===== config.mk =====
export PLATFORM = sky130hd
export DESIGN_NAME = square_matrix_multiply_top
export DESIGN_NICKNAME = d
export VERILOG_FILES = /design/src/rtl/sqmm_pkg.sv /design/src/rtl/sqmm_ram.sv /design/src/rtl/sqmm_mac.sv /design/src/rtl/square_matrix_multiply_top.sv
export SDC_FILE = /design/constraint.sdc
export NUM_CORES = 2
export LEC_CHECK = 0
export BUFFER_PORTS_ARGS = -buffer_cell sky130_fd_sc_hd__clkbuf_2
export CORE_MARGIN = 2
export CORE_UTILIZATION = 40
export CTS_BUF_LIST = sky130_fd_sc_hd__clkbuf_16
export CTS_CLUSTER_SIZE = 25
export DETAILED_ROUTE_END_ITERATION = 6
export PLACE_DENSITY = 0.55
export SYNTH_ARGS = -nofsm -noshare
export SYNTH_HDL_FRONTEND = slang
export SYNTH_SLANG_ARGS = --single-unit

===== constraint.sdc =====
create_clock -name clk -period 7.1 [get_ports clk]
set_input_delay 1.065 -clock clk [delete_from_list [all_inputs] [get_ports clk]]
set_output_delay 1.065 -clock clk [all_outputs]
set_load 0.02 [all_outputs]

===== src/rtl/sqmm_pkg.sv =====
package sqmm_pkg;

  localparam logic [3:0] MAX_SIZE    = 4'd8;
  localparam int         STORE_DEPTH = 64;
  localparam int         ADDR_W      = 6;
  localparam int         ELEM_W      = 16;
  localparam int         PROD_W      = 32;
  localparam int         SUM_W       = 36;

  typedef struct packed {
    logic signed [ELEM_W-1:0] a_element;
    logic signed [ELEM_W-1:0] b_element;
  } in_t;

  typedef struct packed {
    logic signed [SUM_W-1:0] c_element;
    logic        [2:0]       row_index;
    logic        [2:0]       column_index;
    logic                    last_of_run;
  } out_t;

  // Travels with each multiply-accumulate through the datapath
  typedef struct packed {
    logic       first;
    logic       last;
    logic [2:0] row;
    logic [2:0] col;
    logic       end_of_run;
  } tag_t;

endpackage


===== src/rtl/sqmm_ram.sv =====
module sqmm_ram #(
  parameter int WIDTH = 16,
  parameter int DEPTH = 64
) (
  input  logic                     clk,
  input  logic                     we,
  input  logic [$clog2(DEPTH)-1:0] wr_addr,
  input  logic [WIDTH-1:0]         wr_data,
  input  logic [$clog2(DEPTH)-1:0] rd_addr,
  output logic [WIDTH-1:0]         rd_data
);

  logic [WIDTH-1:0] mem [DEPTH];

  always_ff @(posedge clk) begin
    if (we) begin
      mem[wr_addr] <= wr_data;
    end
    rd_data <= mem[rd_addr];
  end

endmodule


===== src/rtl/sqmm_mac.sv =====
module sqmm_mac (
  input  logic                                  clk,
  input  logic                                  rst,
  input  logic                                  op_valid,
  input  sqmm_pkg::tag_t                        op_tag,
  input  logic signed [sqmm_pkg::ELEM_W-1:0]    op_a,
  input  logic signed [sqmm_pkg::ELEM_W-1:0]    op_b,
  output logic                                  prod_valid,
  output logic                                  res_strobe,
  output sqmm_pkg::out_t                        res
);

  logic signed [sqmm_pkg::PROD_W-1:0] prod;
  sqmm_pkg::tag_t                     prod_tag;
  logic signed [sqmm_pkg::SUM_W-1:0]  acc;
  logic signed [sqmm_pkg::SUM_W-1:0]  acc_next;
  logic signed [sqmm_pkg::SUM_W-1:0]  prod_ext;

  assign prod_ext = sqmm_pkg::SUM_W'(prod);
  // Restart the sum on the first term of each inner product; wrap at 36 bits
  assign acc_next = (prod_tag.first ? '0 : acc) + prod_ext;

  always_ff @(posedge clk) begin
    if (rst) begin
      prod_valid <= 1'b0;
      res_strobe <= 1'b0;
    end else begin
      prod_valid <= op_valid;
      res_strobe <= prod_valid && prod_tag.last;
    end
  end

  always_ff @(posedge clk) begin
    if (op_valid) begin
      prod     <= op_a * op_b;
      prod_tag <= op_tag;
    end
    if (prod_valid) begin
      acc <= acc_next;
      if (prod_tag.last) begin
        res.c_element    <= acc_next;
        res.row_index    <= prod_tag.row;
        res.column_index <= prod_tag.col;
        res.last_of_run  <= prod_tag.end_of_run;
      end
    end
  end

endmodule


===== src/rtl/square_matrix_multiply_top.sv =====
// Loading: one transaction per cycle, busy stays low until the final element of a run.
// Final element: busy rises next cycle; n*n*n multiply-accumulates follow, one per cycle
// through a single shared multiplier; the last term of (i,j) is registered in the store
// read, product and result registers. busy stays high until the multiplier is empty.
// Results carry no backpressure: each is valid for exactly the cycle result_strobe is high.
// Reset (rst, synchronous): size 8, load count zero; element stores are not cleared.
module square_matrix_multiply_top (
  input  logic            clk,
  input  logic            rst,
  input  logic            start,
  output logic            busy,
  input  sqmm_pkg::in_t   operand,
  input  logic            cfg_we,
  input  logic [3:0]      cfg_data,
  output logic            result_strobe,
  output sqmm_pkg::out_t  result
);

  typedef enum logic [2:0] {
    S_LOAD  = 3'b001,
    S_RUN   = 3'b010,
    S_DRAIN = 3'b100
  } state_t;

  state_t state, state_next;

  logic [3:0] size_q;
  logic [6:0] load_count;
  logic [3:0] n_eff;
  logic [2:0] nm1;
  logic [6:0] total;
  logic [6:0] count_inc;
  logic       accept;

  logic [2:0] i_q, j_q, k_q;
  logic [sqmm_pkg::ADDR_W-1:0] a_addr, b_addr, row_base;
  logic [sqmm_pkg::ADDR_W-1:0] n_ext;

  logic                        issue;
  sqmm_pkg::tag_t              issue_tag;
  sqmm_pkg::tag_t              tag_q;
  logic                        tag_valid;
  logic [sqmm_pkg::ELEM_W-1:0] a_rd, b_rd;
  logic                        prod_valid;

  always_comb begin
    priority if (size_q == 4'd0) begin
      n_eff = 4'd1;
    end else if (size_q > sqmm_pkg::MAX_SIZE) begin
      n_eff = sqmm_pkg::MAX_SIZE;
    end else begin
      n_eff = size_q;
    end
  end

  assign nm1       = 3'(n_eff - 4'd1);
  assign total     = 7'(n_eff) * 7'(n_eff);
  assign count_inc = load_count + 7'd1;
  assign n_ext     = sqmm_pkg::ADDR_W'(n_eff);
  assign busy      = (state != S_LOAD);
  assign accept    = start && !busy;
  assign issue     = (state == S_RUN);

  always_comb begin
    issue_tag.first      = (k_q == 3'd0);
    issue_tag.last       = (k_q == nm1);
    issue_tag.row        = i_q;
    issue_tag.col        = j_q;
    issue_tag.end_of_run = (k_q == nm1) && (i_q == nm1) && (j_q == nm1);
  end

  always_comb begin
    state_next = state;
    unique case (state)
      S_LOAD: begin
        if (accept && !cfg_we && (count_inc >= total)) begin
          state_next = S_RUN;
        end
      end
      S_RUN: begin
        if ((k_q == nm1) && (j_q == nm1) && (i_q == nm1)) begin
          state_next = S_DRAIN;
        end
      end
      S_DRAIN: begin
        // Hold until the last term has left the multiplier
        if (!tag_valid && !prod_valid) begin
          state_next = S_LOAD;
        end
      end
      default: state_next = S_LOAD;
    endcase
  end

  always_ff @(posedge clk) begin
    if (rst) begin
      state      <= S_LOAD;
      size_q     <= sqmm_pkg::MAX_SIZE;
      load_count <= '0;
      tag_valid  <= 1'b0;
    end else begin
      state     <= state_next;
      tag_valid <= issue;
      if (cfg_we) begin
        size_q     <= cfg_data;
        load_count <= '0;
      end else if (accept) begin
        load_count <= (count_inc >= total) ? 7'd0 : count_inc;
      end
    end
  end

  // Loop counters: k innermost, then column, then row
  always_ff @(posedge clk) begin
    if (rst) begin
      i_q      <= '0;
      j_q      <= '0;
      k_q      <= '0;
      a_addr   <= '0;
      b_addr   <= '0;
      row_base <= '0;
    end else if (state == S_LOAD) begin
      i_q      <= '0;
      j_q      <= '0;
      k_q      <= '0;
      a_addr   <= '0;
      b_addr   <= '0;
      row_base <= '0;
    end else if (issue) begin
      if (k_q != nm1) begin
        k_q    <= k_q + 3'd1;
        a_addr <= a_addr + sqmm_pkg::ADDR_W'(1);
        b_addr <= b_addr + n_ext;
      end else begin
        k_q <= '0;
        if (j_q != nm1) begin
          j_q    <= j_q + 3'd1;
          a_addr <= row_base;
          b_addr <= sqmm_pkg::ADDR_W'(j_q) + sqmm_pkg::ADDR_W'(1);
        end else begin
          j_q      <= '0;
          i_q      <= i_q + 3'd1;
          row_base <= row_base + n_ext;
          a_addr   <= row_base + n_ext;
          b_addr   <= '0;
        end
      end
    end
  end

  always_ff @(posedge clk) begin
    if (issue) begin
      tag_q <= issue_tag;
    end
  end

  sqmm_ram #(
    .WIDTH (sqmm_pkg::ELEM_W),
    .DEPTH (sqmm_pkg::STORE_DEPTH)
  ) u_a_store (
    .clk     (clk),
    .we      (accept),
    .wr_addr (load_count[sqmm_pkg::ADDR_W-1:0]),
    .wr_data (operand.a_element),
    .rd_addr (a_addr),
    .rd_data (a_rd)
  );

  sqmm_ram #(
    .WIDTH (sqmm_pkg::ELEM_W),
    .DEPTH (sqmm_pkg::STORE_DEPTH)
  ) u_b_store (
    .clk     (clk),
    .we      (accept),
    .wr_addr (load_count[sqmm_pkg::ADDR_W-1:0]),
    .wr_data (operand.b_element),
    .rd_addr (b_addr),
    .rd_data (b_rd)
  );

  sqmm_mac u_mac (
    .clk        (clk),
    .rst        (rst),
    .op_valid   (tag_valid),
    .op_tag     (tag_q),
    .op_a       ($signed(a_rd)),
    .op_b       ($signed(b_rd)),
    .prod_valid (prod_valid),
    .res_strobe (result_strobe),
    .res        (result)
  );

  a_idle_empty: assert property (@(posedge clk) disable iff (rst)
    (state == S_LOAD) |-> (!tag_valid && !prod_valid))
    else $error("datapath active while loading");

  a_result_busy: assert property (@(posedge clk) disable iff (rst)
    result_strobe |-> busy)
    else $error("result outside a run");

  a_last_alone: assert property (@(posedge clk) disable iff (rst)
    (result_strobe && result.last_of_run) |=> !result_strobe)
    else $error("result after end of run");

  a_count_range: assert property (@(posedge clk) disable iff (rst)
    (state == S_LOAD) |-> (load_count < total))
    else $error("load count past matrix size");

endmodule


==> impl_metrics.ini <==
[timing]
rsz0062_at_grt = false
finalSetupTns_ns = 0
slew_violations = 0
hold_viol_final = 0
fin_crit_ns = 6.664
skew_ns = 0.09543
setup-violations-final = 0
worst_pin_slew_ns = 1.283
max_freq_mhz = 150.1
fin_crit_sh_pct = 93.86
slew-limit-headroom_pct = 14.46

[synthesis]
synth-edff-count = 2177
ys_types = 66
yosysSeqAreaShare_pct = 69.28
synth_area_um2 = 96560
synth-seq-cells = 2253
syn_inst = 4784
syn_area_per_cell_um2 = 20.18
synthArstFlopShare_pct = 0
yosys_most_used_dff = edfxtp_1
ys_warn_count = 0

[power_and_ir_drop]
peakVddDrop_mv = 0.7034
leakagePower_nw = 35.44
powerDensity_nw_per_um2 = 344.4

[hold_path]
hold_class = reg2reg
min_path_cells = 0
holdPathEnd = u_mac.prod_tag[2]
holdCritStartpoint = tag_q[2]

[floorplanning]
coreArea_um2 = 240300
die_area_um2 = 245300
floorplan.initialDensity_pct = 40.18
die_w_um = 495.3
std_cell_rows = 180
pin_count = 85
die_h_um = 495.3

[route]
drc = 0
drt_pass1_iterations = 7
vias = 45770
final_antenna_net_count = 0
wl_per_cell_um = 27.41
drt_iter0_markers = 4256
totalWireLength_um = 230500
vias_per_cell = 5.443

[setup_path]
cp.arrival_ns = 7.25
end_kind = register
r2r-start = u_a_store.rd_data[7]
cp_max_fo = 16
timing.rr.end = u_mac.prod[31]
worst-r2r-cell-count = 22
cp.required_ns = 7.69
rrSetupSlack_ns = 0.44
worstSetupStartpointType = register
critical_path_class = reg2reg

[place]
placed_area_um2 = 101700
gp_congestion = 0.8318
port_buffers = 84
dp_hpwl_um = 137500

[global_route]
grt_use_total_pct = 18.96
antenna_found_initial = 24
grt-ovfl-total = 0
grt_max_degree = 109
grt_pass1_vias = 47940
grt_pass1_wl_um = 336700

[layout]
fin_nets = 5468
synthToLayoutAreaGrowth_pct = 13.13
layout_common_cells = edfxtp_1 (2177), mux4_2 (672), inv_1 (353)
seqCellArea_um2 = 66930
layout_commonest_cell = edfxtp_1
fin_area_um2 = 109200
multi_input_area_um2 = 28140
drive_gt1_share_pct = 25.00
fillCellCount = 20110

[clocking]
cts.clk_slew.worst_paths_ns = 0.06
clk-insertion-delay-late_ns = 0.88
clock_sinks = 2253
h-tree-depth = 4
post-cts-setup-buffers = 0
cts_buffers = 228
cts_buffer_depth = 3
ctsHoldBuffers = 0
cts_resized = 0
root_buffer = clkbuf_16
cts_tree = yes

[status]
status = finished clean

[job]
cap_viol_max_count = 0
[Yosys cell counts (10+ instances only)]
master | number | area share, %
edfxtp_1 | 2177 | 68
mux4_2 | 672 | 16
inv_1 | 300 | 1.2
fa_1 | 266 | 5.5
nand2_1 | 173 | 0.67
nor2_1 | 153 | 0.59
ha_1 | 143 | 1.9
and2_1 | 126 | 0.82
clkbuf_1 | 124 | 0.48
a21oi_1 | 76 | 0.39
dfxtp_1 | 76 | 1.6
xnor2_1 | 62 | 0.56
nor2b_1 | 59 | 0.38
buf_2 | 49 | 0.25
a21o_1 | 38 | 0.30
xor2_1 | 37 | 0.34
o21ai_0 | 35 | 0.18
buf_1 | 34 | 0.13
nand3_1 | 26 | 0.13
nor3_1 | 15 | 0.078
o21a_1 | 15 | 0.12
a211oi_1 | 11 | 0.086
nand4_1 | 10 | 0.065
[final cells by class]
type / count / area share (%)
flip-flops and latches: 2253 / 61.27
clock buffers: 229 / 5.246
inverters: 300 / 1.031
diodes: 7 / 0.01604
clock inverters: 199 / 1.633
well taps: 3185 / 3.648
multi-input cells: 2021 / 25.76
repair buffers: 215 / 1.400
[worst max-delay path by stage]
stage                     startpoint              to  slack, ns  cells past startpoint
6_report        u_a_store.rd_data[7]  u_mac.prod[31]       0.44                     22
5_1_grt         u_a_store.rd_data[7]  u_mac.prod[31]       0.07                     22
4_1_cts         u_a_store.rd_data[7]  u_mac.prod[26]       0.46                     20
3_5_place_dp    u_a_store.rd_data[7]  u_mac.prod[26]       0.46                     20
3_3_place_gp    u_a_store.rd_data[7]  u_mac.prod[31]       0.48                     22
2_1_floorplan  u_a_store.rd_data[15]  u_mac.prod[31]       0.94                     23
[through the flow]
step           setup slack, ns  hold WS [ns]  power [mW]  utilization, %  cells
6_report                0.4360        0.4123       37.62           45.46   8409
5_1_grt                0.06697        0.4192       39.97           45.45   8405
4_1_cts                 0.4558        0.4165       38.05           45.45   8402
3_5_place_dp            0.4569        0.4045       26.07           42.32   7974
3_3_place_gp            0.4774        0.4039       26.03           42.32   7974
2_1_floorplan           0.9354        0.4003       23.63               -   4785
[per-layer routing]
layer | up-vias | wire length [um] | GRT usage, %
met3 | 287 | 15540 | 4.211
li1 | 19410 | - | -
met1 | 24790 | 99070 | 26.39
met4 | 2 | 4530 | 4.307
met2 | 1275 | 111400 | 30.58
met5 | - | 13 | 0
[critical path: stages, from the launching register on]
cell and delay, ns:
dfxtp_1 0.72, nand2_1 0.17, fa_1 0.57, inv_1 0.05, fa_1 0.51, inv_1 0.07
fa_1 0.53, inv_1 0.05, fa_1 0.44, fa_1 0.49, inv_1 0.05, fa_1 0.48
inv_1 0.05, ha_1 0.33, a21oi_1 0.15, o21ai_0 0.15, a221o_1 0.36, a41oi_4 0.28
nor2_2 0.10, o41ai_4 0.38, o2111ai_1 0.17, a21oi_1 0.19, xnor2_1 0.09
[where the power goes]
group	switching [mW]	internal (mW)
sequential	0.0484	15.2
combinational	5.86	4.59
clock	5.15	6.78
[logic make-up after synthesis]
family / Yosys count / share of synthesized area [%]
compound gates: 227 / 1.561
xor+xnor: 99 / 0.8980
fa+ha+maj: 409 / 7.368
buf+inv: 511 / 2.081
flops: 2253 / 69.28
mux: 680 / 15.76
other cells: 1 / 0.003884
simple gates: 604 / 3.048
[sequential cells by signal (all words and copies together), names as in the netlist, 3 cells and up]
signal	cells
u_a_store.mem	1024
u_b_store.mem	1024
u_mac.res	43
u_mac.acc	36
u_mac.prod	32
u_a_store.rd_data	16
u_b_store.rd_data	16
tag_q	9
u_mac.prod_tag	9
load_count	7
a_addr	6
b_addr	6
row_base	6
size_q	4
i_q	3
j_q	3
k_q	3
state	3
(Power assumes the default switching activity.)
